--- src/hdl/mfr_pkg.sv ---
// Shared types, codes and helper functions for the multiblock frame reassembler.
// No dependencies; used by scoped names in the controller, sequencer and top, imported by the checker and testbench.
package mfr_pkg;

    // Payload widths
    localparam int DATA_W     = 64;
    localparam int FRAME_W    = 8;
    localparam int FN_W       = 2;
    localparam int IDX_W      = 4;
    localparam int CNT_W      = 5;
    localparam int MAX_BLOCKS = 16;

    // Stream packing
    localparam int S_TDATA_W = 72;
    localparam int S_TUSER_W = 3;
    localparam int M_TDATA_W = 88;
    localparam int M_TUSER_W = 2;

    // Multiframe numbering and control-channel slots
    localparam int FRAMES_PER_MF = 200;
    localparam int CTRL_PERIOD   = 25;
    localparam int CTRL_RESIDUE  = 14;
    localparam int CTRL_SLOTS    = (256 - CTRL_RESIDUE + CTRL_PERIOD - 1) / CTRL_PERIOD;

    // Frame function codes
    localparam logic [FN_W-1:0] FN_SINGLE = 2'd0;
    localparam logic [FN_W-1:0] FN_FIRST  = 2'd1;
    localparam logic [FN_W-1:0] FN_CONT   = 2'd2;
    localparam logic [FN_W-1:0] FN_END    = 2'd3;

    typedef enum logic [1:0] {
        KIND_BLOCK = 2'd0,
        KIND_CTRL  = 2'd1,
        KIND_SEQ   = 2'd2,
        KIND_PAR   = 2'd3
    } kind_t;

    // What the sequencer must do with an accepted word
    typedef enum logic [1:0] {
        ACT_NONE  = 2'd0,
        ACT_IMM   = 2'd1,
        ACT_EMIT  = 2'd2,
        ACT_CHECK = 2'd3
    } act_t;

    typedef struct packed {
        act_t                act;
        kind_t               kind;
        logic [DATA_W-1:0]   data;
        logic                seg_reset;
        logic [FRAME_W-1:0]  start_frame;
        logic                start_known;
        logic [FRAME_W-1:0]  rec_frame;
        logic                rec_valid;
        logic [CNT_W-1:0]    count;
        logic [IDX_W-1:0]    emit_last;
    } cmd_t;

    typedef struct packed {
        kind_t               kind;
        logic [DATA_W-1:0]   data;
        logic [IDX_W-1:0]    index;
        logic [FRAME_W-1:0]  start_frame;
        logic                start_known;
        logic                seg_reset;
        logic [FRAME_W-1:0]  rec_frame;
        logic                rec_valid;
        logic                last;
    } res_t;

    // Reverse the bit order inside every octet
    function automatic logic [DATA_W-1:0] octet_reverse(input logic [DATA_W-1:0] v);
        logic [DATA_W-1:0] r;
        r = '0;
        for (int i = 0; i < DATA_W; i++) begin
            r[i] = v[(i & ~7) | (7 - (i & 7))];
        end
        return r;
    endfunction

    // True for frame numbers that are 14 modulo 25
    function automatic logic is_ctrl_frame(input logic [FRAME_W-1:0] fno);
        logic hit;
        hit = 1'b0;
        for (int k = 0; k < CTRL_SLOTS; k++) begin
            if (fno == FRAME_W'(CTRL_RESIDUE + k * CTRL_PERIOD)) begin
                hit = 1'b1;
            end
        end
        return hit;
    endfunction

endpackage

--- src/hdl/mfr_ram.sv ---
// Generic single-write, single-read RAM with registered read data.
// No dependencies.
module mfr_ram #(
    parameter int WIDTH = 64,
    parameter int DEPTH = 16
) (
    input  logic                     clk,
    input  logic                     wr_en,
    input  logic [$clog2(DEPTH)-1:0] wr_addr,
    input  logic [WIDTH-1:0]         wr_data,
    input  logic                     rd_en,
    input  logic [$clog2(DEPTH)-1:0] rd_addr,
    output logic [WIDTH-1:0]         rd_data
);

    logic [WIDTH-1:0] mem [DEPTH];
    logic [WIDTH-1:0] rd_data_reg;

    // Write port
    always_ff @(posedge clk)
    begin
        if (wr_en)
        begin
            mem[wr_addr] <= wr_data;
        end
    end

    // Registered read port
    always_ff @(posedge clk)
    begin
        if (rd_en)
        begin
            rd_data_reg <= mem[rd_addr];
        end
    end

    assign rd_data = rd_data_reg;

endmodule

--- src/hdl/mfr_msg_ctrl.sv ---
// Message phase machine: classifies each frame, tracks block count and start frame,
// and issues block-store writes and sequencer commands. Depends on mfr_pkg.
module mfr_msg_ctrl #(
    parameter int STORE_CAP = 16
) (
    input  logic                           clk,
    input  logic                           rst_n,
    input  logic                           accept,
    input  logic [mfr_pkg::DATA_W-1:0]     data,
    input  logic [mfr_pkg::FRAME_W-1:0]    frame_num,
    input  logic                           frame_num_known,
    input  logic [mfr_pkg::FN_W-1:0]       frame_function,
    output mfr_pkg::cmd_t                  cmd,
    output logic                           wr_en,
    output logic [$clog2(STORE_CAP)-1:0]   wr_addr
);

    localparam int AW = $clog2(STORE_CAP);

    typedef enum logic [4:0] {
        PH_IDLE  = 5'b00001,
        PH_FIRST = 5'b00010,
        PH_CONT  = 5'b00100,
        PH_PAR   = 5'b01000,
        PH_LONG  = 5'b10000
    } phase_t;

    phase_t                          phase_reg,  phase_next;
    logic [mfr_pkg::CNT_W-1:0]       count_reg,  count_next;
    logic [mfr_pkg::FRAME_W-1:0]     sf_reg,     sf_next;
    logic                            sk_reg,     sk_next;

    logic                            fits;
    logic [mfr_pkg::FRAME_W:0]       rec_sum;
    logic [mfr_pkg::FRAME_W-1:0]     rec_frame;

    assign fits = (count_reg < mfr_pkg::CNT_W'(STORE_CAP));

    // Final frame number of a long message: start + blocks - 1, wrapped at 200
    assign rec_sum   = {1'b0, sf_reg} + (mfr_pkg::FRAME_W + 1)'(count_reg);
    assign rec_frame = (rec_sum >= (mfr_pkg::FRAME_W + 1)'(mfr_pkg::FRAMES_PER_MF))
                     ? mfr_pkg::FRAME_W'(rec_sum - (mfr_pkg::FRAME_W + 1)'(mfr_pkg::FRAMES_PER_MF))
                     : rec_sum[mfr_pkg::FRAME_W-1:0];

    // Decode the frame against the current phase
    always_comb
    begin
        phase_next      = phase_reg;
        count_next      = count_reg;
        sf_next         = sf_reg;
        sk_next         = sk_reg;
        wr_en           = 1'b0;
        wr_addr         = count_reg[AW-1:0];
        cmd.act         = mfr_pkg::ACT_NONE;
        cmd.kind        = mfr_pkg::KIND_SEQ;
        cmd.data        = '0;
        cmd.seg_reset   = 1'b1;
        cmd.start_frame = sf_reg;
        cmd.start_known = sk_reg;
        cmd.rec_frame   = '0;
        cmd.rec_valid   = 1'b0;
        cmd.count       = count_reg;
        cmd.emit_last   = '0;

        if (frame_num_known && mfr_pkg::is_ctrl_frame(frame_num))
        begin
            // Control-channel frame: pass through, state untouched
            cmd.act         = mfr_pkg::ACT_IMM;
            cmd.kind        = mfr_pkg::KIND_CTRL;
            cmd.data        = data;
            cmd.seg_reset   = 1'b0;
            cmd.start_frame = frame_num;
            cmd.start_known = frame_num_known;
        end
        else
        begin
            unique case (phase_reg)
                PH_FIRST:
                begin
                    unique case (frame_function) inside
                        mfr_pkg::FN_SINGLE, mfr_pkg::FN_FIRST:
                        begin
                            cmd.act    = mfr_pkg::ACT_IMM;
                            phase_next = PH_IDLE;
                        end
                        mfr_pkg::FN_CONT:
                        begin
                            if (fits)
                            begin
                                wr_en      = 1'b1;
                                count_next = count_reg + 1'b1;
                                phase_next = PH_CONT;
                            end
                            else
                            begin
                                cmd.act    = mfr_pkg::ACT_IMM;
                                phase_next = PH_IDLE;
                            end
                        end
                        default:
                        begin
                            // Two-block message complete
                            wr_en         = 1'b1;
                            wr_addr       = AW'(1);
                            cmd.act       = mfr_pkg::ACT_EMIT;
                            cmd.kind      = mfr_pkg::KIND_BLOCK;
                            cmd.seg_reset = 1'b0;
                            cmd.emit_last = mfr_pkg::IDX_W'(1);
                            phase_next    = PH_IDLE;
                        end
                    endcase
                end
                PH_CONT, PH_LONG:
                begin
                    if (frame_function == mfr_pkg::FN_SINGLE ||
                        frame_function == mfr_pkg::FN_FIRST)
                    begin
                        cmd.act       = mfr_pkg::ACT_IMM;
                        cmd.seg_reset = (phase_reg != PH_CONT);
                        phase_next    = PH_IDLE;
                    end
                    else if (!fits)
                    begin
                        cmd.act    = mfr_pkg::ACT_IMM;
                        phase_next = PH_IDLE;
                    end
                    else
                    begin
                        wr_en      = 1'b1;
                        count_next = count_reg + 1'b1;
                        phase_next = (frame_function == mfr_pkg::FN_CONT) ? PH_PAR : PH_LONG;
                    end
                end
                PH_PAR:
                begin
                    if (frame_function != mfr_pkg::FN_FIRST || !fits)
                    begin
                        cmd.act    = mfr_pkg::ACT_IMM;
                        phase_next = PH_IDLE;
                    end
                    else
                    begin
                        // Store the parity block, then check and emit
                        wr_en         = 1'b1;
                        count_next    = count_reg + 1'b1;
                        cmd.act       = mfr_pkg::ACT_CHECK;
                        cmd.kind      = mfr_pkg::KIND_BLOCK;
                        cmd.seg_reset = 1'b0;
                        cmd.count     = count_reg + 1'b1;
                        cmd.emit_last = mfr_pkg::IDX_W'(count_reg - 1'b1);
                        cmd.rec_valid = !frame_num_known && sk_reg;
                        cmd.rec_frame = (!frame_num_known && sk_reg) ? rec_frame : '0;
                        phase_next    = PH_IDLE;
                    end
                end
                default:
                begin
                    // Idle: restart the message at this frame
                    count_next      = '0;
                    sf_next         = frame_num;
                    sk_next         = frame_num_known;
                    cmd.start_frame = frame_num;
                    cmd.start_known = frame_num_known;
                    phase_next      = PH_IDLE;
                    wr_addr         = '0;
                    unique case (frame_function) inside
                        mfr_pkg::FN_SINGLE:
                        begin
                            wr_en         = 1'b1;
                            cmd.act       = mfr_pkg::ACT_IMM;
                            cmd.kind      = mfr_pkg::KIND_BLOCK;
                            cmd.data      = data;
                            cmd.seg_reset = 1'b0;
                        end
                        mfr_pkg::FN_FIRST:
                        begin
                            wr_en      = 1'b1;
                            count_next = mfr_pkg::CNT_W'(1);
                            phase_next = PH_FIRST;
                        end
                        default:
                        begin
                            cmd.act = mfr_pkg::ACT_IMM;
                        end
                    endcase
                end
            endcase
        end
    end

    // Advance the message state on each accepted word
    always_ff @(posedge clk or negedge rst_n)
    begin
        if (!rst_n)
        begin
            phase_reg <= PH_IDLE;
            count_reg <= '0;
            sf_reg    <= '0;
            sk_reg    <= 1'b0;
        end
        else if (accept)
        begin
            phase_reg <= phase_next;
            count_reg <= count_next;
            sf_reg    <= sf_next;
            sk_reg    <= sk_next;
        end
    end

    // Assertions
    a_count_cap: assert property (@(posedge clk) disable iff (!rst_n)
        count_reg <= mfr_pkg::CNT_W'(STORE_CAP))
        else $error("block count beyond store capacity");

    a_idle_restart: assert property (@(posedge clk) disable iff (!rst_n)
        (accept && phase_reg == PH_IDLE && !(frame_num_known && mfr_pkg::is_ctrl_frame(frame_num)))
        |=> (sf_reg == $past(frame_num) && sk_reg == $past(frame_num_known)))
        else $error("start frame not reloaded in idle");

    a_check_count: assert property (@(posedge clk) disable iff (!rst_n)
        (cmd.act == mfr_pkg::ACT_CHECK) |-> (count_reg >= mfr_pkg::CNT_W'(3)))
        else $error("parity check on too short a message");

endmodule

--- src/hdl/mfr_sweep.sv ---
// Block-store sequencer: XOR parity sweep over the stored blocks and emission of
// message blocks one at a time through an output register. Depends on mfr_pkg.
module mfr_sweep #(
    parameter int STORE_CAP = 16
) (
    input  logic                          clk,
    input  logic                          rst_n,
    input  logic                          accept,
    input  mfr_pkg::cmd_t                 cmd,
    output logic                          ready,
    output logic                          rd_en,
    output logic [$clog2(STORE_CAP)-1:0]  rd_addr,
    input  logic [mfr_pkg::DATA_W-1:0]    rd_data,
    output logic                          out_valid,
    input  logic                          out_ready,
    output mfr_pkg::res_t                 res
);

    localparam int AW = $clog2(STORE_CAP);

    typedef enum logic [4:0] {
        SW_IDLE = 5'b00001,
        SW_XOR  = 5'b00010,
        SW_RD   = 5'b00100,
        SW_LOAD = 5'b01000,
        SW_OUT  = 5'b10000
    } sweep_state_t;

    sweep_state_t                  state_reg, state_next;
    logic [mfr_pkg::CNT_W-1:0]     idx_reg,   idx_next;
    logic                          pend_reg,  pend_next;
    logic [mfr_pkg::DATA_W-1:0]    acc_reg,   acc_next;
    mfr_pkg::cmd_t                 cmd_reg,   cmd_next;
    mfr_pkg::res_t                 res_reg,   res_next;

    assign ready     = (state_reg == SW_IDLE);
    assign out_valid = (state_reg == SW_OUT);
    assign res       = res_reg;
    assign rd_addr   = idx_reg[AW-1:0];

    // Sequence the sweep and the emission
    always_comb
    begin
        state_next = state_reg;
        idx_next   = idx_reg;
        pend_next  = 1'b0;
        acc_next   = acc_reg;
        cmd_next   = cmd_reg;
        res_next   = res_reg;
        rd_en      = 1'b0;

        unique case (state_reg)
            SW_IDLE:
            begin
                if (accept)
                begin
                    cmd_next = cmd;
                    idx_next = '0;
                    acc_next = '0;
                    unique case (cmd.act)
                        mfr_pkg::ACT_IMM:
                        begin
                            res_next.kind        = cmd.kind;
                            res_next.data        = cmd.data;
                            res_next.index       = '0;
                            res_next.start_frame = cmd.start_frame;
                            res_next.start_known = cmd.start_known;
                            res_next.seg_reset   = cmd.seg_reset;
                            res_next.rec_frame   = cmd.rec_frame;
                            res_next.rec_valid   = cmd.rec_valid;
                            res_next.last        = 1'b1;
                            state_next           = SW_OUT;
                        end
                        mfr_pkg::ACT_EMIT:
                        begin
                            state_next = SW_RD;
                        end
                        mfr_pkg::ACT_CHECK:
                        begin
                            state_next = SW_XOR;
                        end
                        default:
                        begin
                            state_next = SW_IDLE;
                        end
                    endcase
                end
            end
            SW_XOR:
            begin
                // Fold one stored block per cycle into the parity accumulator
                if (pend_reg)
                begin
                    acc_next = acc_reg ^ rd_data;
                end
                if (idx_reg < cmd_reg.count)
                begin
                    rd_en     = 1'b1;
                    pend_next = 1'b1;
                    idx_next  = idx_reg + 1'b1;
                end
                else if (!pend_reg)
                begin
                    idx_next = '0;
                    if (acc_reg != '0)
                    begin
                        res_next.kind        = mfr_pkg::KIND_PAR;
                        res_next.data        = '0;
                        res_next.index       = '0;
                        res_next.start_frame = cmd_reg.start_frame;
                        res_next.start_known = cmd_reg.start_known;
                        res_next.seg_reset   = 1'b0;
                        res_next.rec_frame   = '0;
                        res_next.rec_valid   = 1'b0;
                        res_next.last        = 1'b1;
                        state_next           = SW_OUT;
                    end
                    else
                    begin
                        state_next = SW_RD;
                    end
                end
            end
            SW_RD:
            begin
                rd_en      = 1'b1;
                state_next = SW_LOAD;
            end
            SW_LOAD:
            begin
                res_next.kind        = mfr_pkg::KIND_BLOCK;
                res_next.data        = rd_data;
                res_next.index       = idx_reg[mfr_pkg::IDX_W-1:0];
                res_next.start_frame = cmd_reg.start_frame;
                res_next.start_known = cmd_reg.start_known;
                res_next.seg_reset   = 1'b0;
                res_next.rec_frame   = cmd_reg.rec_frame;
                res_next.rec_valid   = cmd_reg.rec_valid;
                res_next.last        = (idx_reg == {1'b0, cmd_reg.emit_last});
                state_next           = SW_OUT;
            end
            SW_OUT:
            begin
                if (out_ready)
                begin
                    if (res_reg.last)
                    begin
                        state_next = SW_IDLE;
                    end
                    else
                    begin
                        idx_next   = idx_reg + 1'b1;
                        state_next = SW_RD;
                    end
                end
            end
            default:
            begin
                state_next = SW_IDLE;
            end
        endcase
    end

    // Control state
    always_ff @(posedge clk or negedge rst_n)
    begin
        if (!rst_n)
        begin
            state_reg <= SW_IDLE;
            idx_reg   <= '0;
            pend_reg  <= 1'b0;
        end
        else
        begin
            state_reg <= state_next;
            idx_reg   <= idx_next;
            pend_reg  <= pend_next;
        end
    end

    // Payload registers
    always_ff @(posedge clk)
    begin
        acc_reg <= acc_next;
        cmd_reg <= cmd_next;
        res_reg <= res_next;
    end

    // Assertions
    a_pend_follows_read: assert property (@(posedge clk) disable iff (!rst_n)
        pend_reg |-> $past(rd_en))
        else $error("accumulate without a preceding read");

    a_xor_bound: assert property (@(posedge clk) disable iff (!rst_n)
        (state_reg == SW_XOR) |-> (idx_reg <= cmd_reg.count))
        else $error("parity sweep ran past the block count");

    a_emit_bound: assert property (@(posedge clk) disable iff (!rst_n)
        (state_reg == SW_LOAD) |-> (idx_reg <= {1'b0, cmd_reg.emit_last}))
        else $error("emission ran past the final block");

    a_parity_last: assert property (@(posedge clk) disable iff (!rst_n)
        (state_reg == SW_OUT && res_reg.kind == mfr_pkg::KIND_PAR) |-> res_reg.last)
        else $error("parity error word not marked last");

    a_check_starts_sweep: assert property (@(posedge clk) disable iff (!rst_n)
        (accept && cmd.act == mfr_pkg::ACT_CHECK) |=> (state_reg == SW_XOR && !pend_reg))
        else $error("parity check did not start the sweep");

endmodule

--- src/hdl/multiblock_frame_reassembler_top.sv ---
// Output: a pass-through, single-block or error result is on m_tdata in the cycle after accept;
// a frame that only extends a message gives no result and leaves s_tready high. Each block of a
// two-block message passes SW_RD, SW_LOAD and SW_OUT; a long message runs a parity sweep on the
// single read port, then emits its blocks that way or a parity error word (plus any m_tready stall).
// Throughput: one frame at a time; s_tready returns once the last result word is taken.
// Reset (rst_n, async, active low) clears the phase, count, start registers and sequencer;
// the block store is not cleared.
module multiblock_frame_reassembler_top #(
    parameter int BLOCK_SLOTS = 16
) (
    input  logic                            clk,
    input  logic                            rst_n,
    input  logic                            s_tvalid,
    output logic                            s_tready,
    // frame_bits[63:0], frame_num[71:64]
    input  logic [mfr_pkg::S_TDATA_W-1:0]   s_tdata,
    // frame_num_known[0], frame_function[2:1]
    input  logic [mfr_pkg::S_TUSER_W-1:0]   s_tuser,
    output logic                            m_tvalid,
    input  logic                            m_tready,
    // block_data[63:0], block_index[67:64], start_frame[75:68], start_known[76],
    // seg_reset[77], recovered_frame[85:78], recovered_valid[86], zero pad[87]
    output logic [mfr_pkg::M_TDATA_W-1:0]   m_tdata,
    // kind[1:0]
    output logic [mfr_pkg::M_TUSER_W-1:0]   m_tuser,
    output logic                            m_tlast
);

    localparam int STORE_CAP = (BLOCK_SLOTS < mfr_pkg::MAX_BLOCKS) ? BLOCK_SLOTS
                                                                   : mfr_pkg::MAX_BLOCKS;
    localparam int AW = $clog2(STORE_CAP);

    logic                           accept;
    logic [mfr_pkg::DATA_W-1:0]     data;
    mfr_pkg::cmd_t                  cmd;
    mfr_pkg::res_t                  res;
    logic                           wr_en;
    logic [AW-1:0]                  wr_addr;
    logic                           rd_en;
    logic [AW-1:0]                  rd_addr;
    logic [mfr_pkg::DATA_W-1:0]     rd_data;
    logic                           ready;

    // Take a word when the sequencer is idle
    assign s_tready = ready;
    assign accept   = s_tvalid && ready;

    // Reorder bits within each octet
    assign data = mfr_pkg::octet_reverse(s_tdata[mfr_pkg::DATA_W-1:0]);

    mfr_msg_ctrl #(
        .STORE_CAP (STORE_CAP)
    ) u_ctrl (
        .clk             (clk),
        .rst_n           (rst_n),
        .accept          (accept),
        .data            (data),
        .frame_num       (s_tdata[mfr_pkg::DATA_W +: mfr_pkg::FRAME_W]),
        .frame_num_known (s_tuser[0]),
        .frame_function  (s_tuser[1 +: mfr_pkg::FN_W]),
        .cmd             (cmd),
        .wr_en           (wr_en),
        .wr_addr         (wr_addr)
    );

    mfr_ram #(
        .WIDTH (mfr_pkg::DATA_W),
        .DEPTH (STORE_CAP)
    ) u_store (
        .clk     (clk),
        .wr_en   (wr_en && accept),
        .wr_addr (wr_addr),
        .wr_data (data),
        .rd_en   (rd_en),
        .rd_addr (rd_addr),
        .rd_data (rd_data)
    );

    mfr_sweep #(
        .STORE_CAP (STORE_CAP)
    ) u_sweep (
        .clk       (clk),
        .rst_n     (rst_n),
        .accept    (accept),
        .cmd       (cmd),
        .ready     (ready),
        .rd_en     (rd_en),
        .rd_addr   (rd_addr),
        .rd_data   (rd_data),
        .out_valid (m_tvalid),
        .out_ready (m_tready),
        .res       (res)
    );

    // Pack the result word
    assign m_tdata = {1'b0, res.rec_valid, res.rec_frame, res.seg_reset, res.start_known,
                      res.start_frame, res.index, res.data};
    assign m_tuser = res.kind;
    assign m_tlast = res.last;

endmodule

--- config.mk ---
export PLATFORM = sky130hd
export DESIGN_NAME = multiblock_frame_reassembler_top
export DESIGN_NICKNAME = d
export VERILOG_FILES = /design/src/hdl/mfr_pkg.sv /design/src/hdl/mfr_ram.sv /design/src/hdl/mfr_msg_ctrl.sv /design/src/hdl/mfr_sweep.sv /design/src/hdl/multiblock_frame_reassembler_top.sv
export SDC_FILE = /design/constraint.sdc
export NUM_CORES = 1
export LEC_CHECK = 0
export ABC_AREA = 1
export BUFFER_PORTS_ARGS = -buffer_cell sky130_fd_sc_hd__buf_2
export CORE_UTILIZATION = 37
export CTS_CLUSTER_DIAMETER = 100
export CTS_CLUSTER_SIZE = 28
export DETAILED_ROUTE_END_ITERATION = 8
export PLACE_DENSITY = 0.51
export SYNTH_ARGS = -nofsm -noshare
export SYNTH_HDL_FRONTEND = slang
export SYNTH_SLANG_ARGS = --single-unit
--- constraint.sdc ---
create_clock -name clk -period 7.5 [get_ports clk]
set_input_delay 0.375 -clock clk [delete_from_list [all_inputs] [get_ports clk]]
set_output_delay 0.375 -clock clk [all_outputs]
set_load 0.005 [all_outputs]
Word level (Yosys, flattened, before mapping)
Memories as Yosys holds them, arrays and structs flattened. A register that Yosys moved wholly into a read port is not among the register bits.
Index checks and enable logic that the tools add are counted.
{ "totals": {"ff_bits": 211, "ramBits": 1024, "inputBits": 79, "out_inout_bits": 93, "word_cells": 185, "n_memories": 1} }
{ "op_classes": {"n_addsub": 5, "magnitude_cmp": 3, "eq_ne": 39, "mux": 85, "bitwise": 3, "reduce_logical": 26} }
{ "mem_list": {"columns": ["name", "words", "width", "rd", "rd_ports_with_merged_regs", "wr", "line", "rtl"], "rows": [
  ["u_store.mem", 16, 64, 1, 1, 1, "mfr_ram.sv:16", "logic [WIDTH-1:0] mem [DEPTH];"]
]} }
{ "op_table": {"columns": ["operator", "count"], "rows": [
  ["$mux 90", 5],
  ["$pmux 90 s3", 1],
  ["$mux 64", 3],
  ["$pmux 64 s2", 1],
  ["$mux 5", 17],
  ["$mux 78", 1],
  ["$mux 67", 1],
  ["$reduce_bool 64->1", 1],
  ["$xor 64x64->64", 1],
  ["$pmux 5 s3", 4],
  ["$eq 8x8->1 const B", 5],
  ["$mux 18", 2],
  ["$mux 1", 27],
  ["$pmux 5 s5", 1],
  ["$eq 8x7->1 const B", 3],
  ["$mux 8", 2],
  ["$pmux 4 s2", 2],
  ["$mux 14", 1],
  ["$ne 2x1->1 const B", 6],
  ["$ne 2x2->1 const B", 6],
  ["$pmux 2 s3", 2],
  ["$add 5x1->5 const B", 2],
  ["$eq 5x2->1 const B", 2],
  ["$eq 5x3->1 const B", 2],
  ["38 further kinds", 63]
]} }

Longest topological paths before layout
{ "depth": {"word_depth": 17, "mapped_depth": 15, "ltp_nobuf": 15} }

Cells and area by module
From an unflattened synthesis, not the netlist that was laid out.
{ "unflattened": {"cells_unflattened": 5491, "area_unflattened_um2": 57466.4} }
{ "by_module_without_submodules": {"columns": ["module", "instances", "cells_per_inst", "area_each_um2", "seq_area_each_um2"], "rows": [
  ["mfr_ram", 1, 4210, 45798.9, 32671.3],
  ["mfr_sweep", 1, 805, 8768.4, 5711.7],
  ["mfr_msg_ctrl", 1, 470, 2870.3, 476.7],
  ["multiblock_frame_reassembler_top", 1, 6, 28.8, 0.0]
]} }

Worst setup path after synthesis
No wires, ideal clock.
{ "synth_path": {"path_type": "register to register", "startpoint": "reg u_sweep.state_reg[1]", "endpoint": "reg u_store.rd_data_reg[0] (netlist: u_store.rd_data[0]) (read register of u_store.mem), enable pin", "setup_ps": 574, "arrival_ps": 5187, "required_ps": 6926, "path_slack_ps": 1739, "stages_incl_launch_ff": 4, "n_path_buf": 0, "synth_period_minus_slack_ps": 5761, "path_cell_list": "dfrtp_1 -> nor2_1 -> nand3_1 -> o21ai_0"} }
{ "synth_between": {"elab_chain_cells": 2, "word_cells_on_any_way": 3, "classes_between": "eq/ne: 2; mux: 1"} }
{ "synth_rtl": {"columns": ["item", "line", "rtl"], "rows": [
  ["start: declaration", "mfr_sweep.sv:29", "sweep_state_t state_reg, state_next;"],
  ["start signal: assignment", "mfr_sweep.sv:175", "state_reg <= state_next;"],
  ["$eq 5x3->1 / $eq 5x2->1 (equally long branches)", "mfr_sweep.sv:52", "unique case (state_reg)"],
  ["$pmux 1 s2 *", "mfr_sweep.sv:52", null],
  ["via rd_en", "multiblock_frame_reassembler_top.sv:39", "logic rd_en;"],
  ["end: declaration", "mfr_ram.sv:17", "logic [WIDTH-1:0] rd_data_reg;"]
]} }
Mark *: on every way through the listed nets, which the timed path passes. The rest lies on a longest branch.
A chain may end at the register's enable or synchronous reset.

Final worst setup path
{ "layout_path": {"startpoint": "reg u_sweep.idx_reg[0] (netlist bit)", "endpoint": "reg u_sweep.res_reg (netlist bit u_sweep.res[89]), enable pin"} }
{ "layout_between": {"elab_chain_cells": 3} }
{ "layout_rtl": {"columns": ["item", "line", "rtl"], "rows": [
  ["start: declaration", "mfr_sweep.sv:30", "logic [mfr_pkg::CNT_W-1:0] idx_reg, idx_next;"],
  ["start signal: assignment", "mfr_sweep.sv:176", "idx_reg <= idx_next;"],
  ["$lt 5x5->1", "mfr_sweep.sv:96", "if (idx_reg < cmd_reg.count)"],
  ["$ne 2x2->1 (no source line)", null, null],
  ["$reduce_and 6->1 (no source line)", null, null],
  ["end signal: assignment", "mfr_sweep.sv:186", "res_reg <= res_next;"],
  ["end: declaration", "mfr_sweep.sv:34", "mfr_pkg::res_t res_reg, res_next;"]
]} }
No other way between the ends.

==> impl_metrics.tcl <==
set metrics [dict create \
    outcome "completed" \
    hold_class "in -> reg" \
    setup.worst_path.start "u_sweep.idx_reg[0]$_DFFE_PN0P_" \
    cp_data_arrival_time_ns 4.40 \
    drc_errors 0 \
    ys_ff_latch 1299 \
    slew_headroom_pct 28.9 \
    rows 136 \
    vias 31349 \
    leakage_nw 18.3 \
    grt_max_degree 219 \
    crit_cells 13 \
    initial_utilization_pct 37.4 \
    syn-cell-area_um2 51600 \
    detail_route.wl_per_cell_um 23.4 \
    cp_num_buf_inv 5 \
    cts_buffer_depth 3 \
    fin_tns_setup_ns 0 \
    syn_area_per_cell_um2 13.1 \
    track_usage_pct 19.2 \
    post-cts-setup-buffer-count 0 \
    crit_slowest_cell "dfrtp_4" \
    cts_tree "yes" \
    core_um2 138000 \
    maxCapViolCount 0 \
    crit_fanout 137 \
    crit_top_cell "nand2_1" \
    synth.distinct_cells 47 \
    first_global_vias 30620 \
    grt_first_pass_wirelength_mm 205 \
    die_x_um 375 \
    worstHoldPathCells 1 \
    io_buffers 170 \
    max_stage_delay_ns 0.93 \
    max_freq_mhz 246 \
    final_max_slew_viol_count 0 \
    dpl.hpwl_mm 75.2 \
    worstSetupPathType "reg -> reg" \
    ir_drop_mv 0.228 \
    tightest_slew_ns 1.06 \
    crit_chain "inv_8, nand2_1, nand4_1, nand2_1, inv_1, nand2_1, nand2_1, inv_1, nand2_1, nor2_1, nand2_1, inv_4, buf_4" \
    top_usage_layer "met2" \
    hp-start "s_tdata[31]" \
    io_pins 172 \
    synthCells 3934 \
    cts_num_sinks 1299 \
    ctsResizeCount 0 \
    reg2reg_from "u_sweep.idx_reg[0]$_DFFE_PN0P_" \
    grt_antenna_before_repair 9 \
    period_needed_ns 4.07 \
    path_clk_slew_ns 0.11 \
    dr.pass1.iters 6 \
    ctsHoldBuffers 13 \
    finClkSkew_ns 0.0432 \
    cp-end-kind "register" \
    die_h_um 375 \
    fin_crit_sh_pct 54.2 \
    synth_flop_cell "edfxtp_1" \
    largest_reg_flops 1024 \
    ys_seq_area_share_pct 75.3 \
    cp_top_family "buffers and inverters" \
    drt_iter0_markers 2739 \
    wirelength_mm 138 \
    required_ns 7.83 \
    root_buffer "clkbuf_16" \
    cts_buffers 55 \
    insertion_delay_ns 0.72 \
    finalHoldViolations 0 \
    syn_nets 4028 \
    area_delta_synth_final_pct 8.81 \
    place_congestion 0.855 \
    nets 4078 \
    synth_warnings 0 \
    use_met3_pct 1.95 \
    grt_overflow 0 \
    rsz0062_at_grt "false" \
    vias_per_cell 5.35 \
    die_area_um2 141000 \
    power_density_nw_per_um2 302 \
    r2r_cells 13 \
    grt_util_met1_pct 27.5 \
    cts-htree-levels 2 \
    synth_edf_count 1269 \
    startpoint_type "register" \
    async_flop_share_pct 2.31 \
    dp_cells 5777 \
    grtUsageMet2_pct 32.1 \
    final-instance-count-excl-fill 5865 \
    setup_viol 0 \
    ant_nets 0 \
    drive_gt1_share_pct 8.95 \
]
final cells by class:
cell class | count | area (µm²)
inverter | 80 | 327
clock inverter | 12 | 174
multi-input combinational | 2313 | 11600
fill | 12872 | 81800
antenna | 1 | 2.50
timing repair buffer | 235 | 1420
clock buffer | 62 | 1400
sequential | 1299 | 38900
tap | 1863 | 2330
power breakdown:
part	internal (mW)	switching, mW
clock	1.41	2.25
sequential	8.65	0.261
combinational	1.24	3.12
total	11.3	5.63
stage by stage:
step / setup slack, ns / area, µm² / hold WS (ns) / power [mW] / utilization [%]
5_1_grt: 3.06 / 56200 / 0.0358 / 17.8 / 40.7
3_3_place_gp: 3.32 / 54400 / 0.489 / 13.5 / 39.5
3_5_place_dp: 3.31 / 54400 / 0.475 / 13.5 / 39.5
4_1_cts: 3.36 / 56200 / 0.00590 / 17.1 / 40.7
6_report: 3.43 / 56200 / 0.0534 / 16.9 / 40.7
2_1_floorplan: 1.74 / 51600 / 0.0794 / 11.8 / -
cell families (layout without fill, tap and decap cells):
family / Yosys count / after routing / share of synthesized area (%)
buffers and inverters: 322 / 389 / 2.47
AOI/OAI and AO/OA: 862 / 862 / 9.70
other: 1 / 2 / 0.00727
DFF: 1299 / 1299 / 75.3
adders and majority gates: 15 / 15 / 0.378
xor gates and xnor gates: 74 / 74 / 1.26
and+or+nand+nor: 1361 / 1361 / 10.9
per-layer routing:
metal	up-vias	part of all wire, %
met5	-	0
met4	0	1.4
met3	109	4.0
met2	649	48
met1	16074	47
li1	14517	-
path summary, 6_finish.rpt:
check                                                       end  slack (ns)
worst max-delay path                  u_sweep.res[89]$_DFFE_PP_        3.43
worst min-delay path              u_store.mem[12][24]$_DFFE_PP_        0.05
worst max register to register        u_sweep.res[89]$_DFFE_PP_        3.43
worst min register to register  u_ctrl.phase_reg[0]$_DFFE_PN1P_        0.53
max in group asynchronous        u_sweep.idx_reg[2]$_DFFE_PN0P_        6.69
min in group asynchronous          u_ctrl.sf_reg[0]$_DFFE_PN0P_        0.27
layout by cell type, fill, tap and decap left out, types with 6 or more instances in the layout:
master            n
dfrtp_1          25
nand2_1         422
nor3_1            6
inv_1            61
o211ai_1         25
dlygate4sd3_1    13
nor2_1          633
clkbuf_16        55
a21oi_1          18
nand4_1          23
nor2_2            6
nor4_1           18
buf_2           170
inv_2            11
o221ai_1        104
ha_1             14
o21ai_0         538
buf_4            48
nor2_4           17
xnor2_1          69
edfxtp_1       1269
nand2_2           7
nand3_1         212
o22ai_1         154
clkbuf_1          7
o21ai_1           8
synthesized netlist by cell type (15+ instances only):
| master | number | area [µm²] |
|---|---|---|
| edfxtp_1 | 1269 | 38100 |
| nor2_1 | 650 | 2440 |
| o21ai_0 | 539 | 2700 |
| nand2_1 | 423 | 1590 |
| nand3_1 | 212 | 1060 |
| clkbuf_1 | 198 | 743 |
| o22ai_1 | 154 | 963 |
| o221ai_1 | 104 | 911 |
| xnor2_1 | 69 | 604 |
| inv_1 | 66 | 248 |
| dfrtp_1 | 28 | 701 |
| o211ai_1 | 25 | 188 |
| nand4_1 | 23 | 144 |
| a21oi_1 | 18 | 90.1 |
| buf_1 | 18 | 67.6 |
| nor4_1 | 18 | 113 |
| buf_2 | 15 | 75.1 |
(Power assumes the default switching activity.)
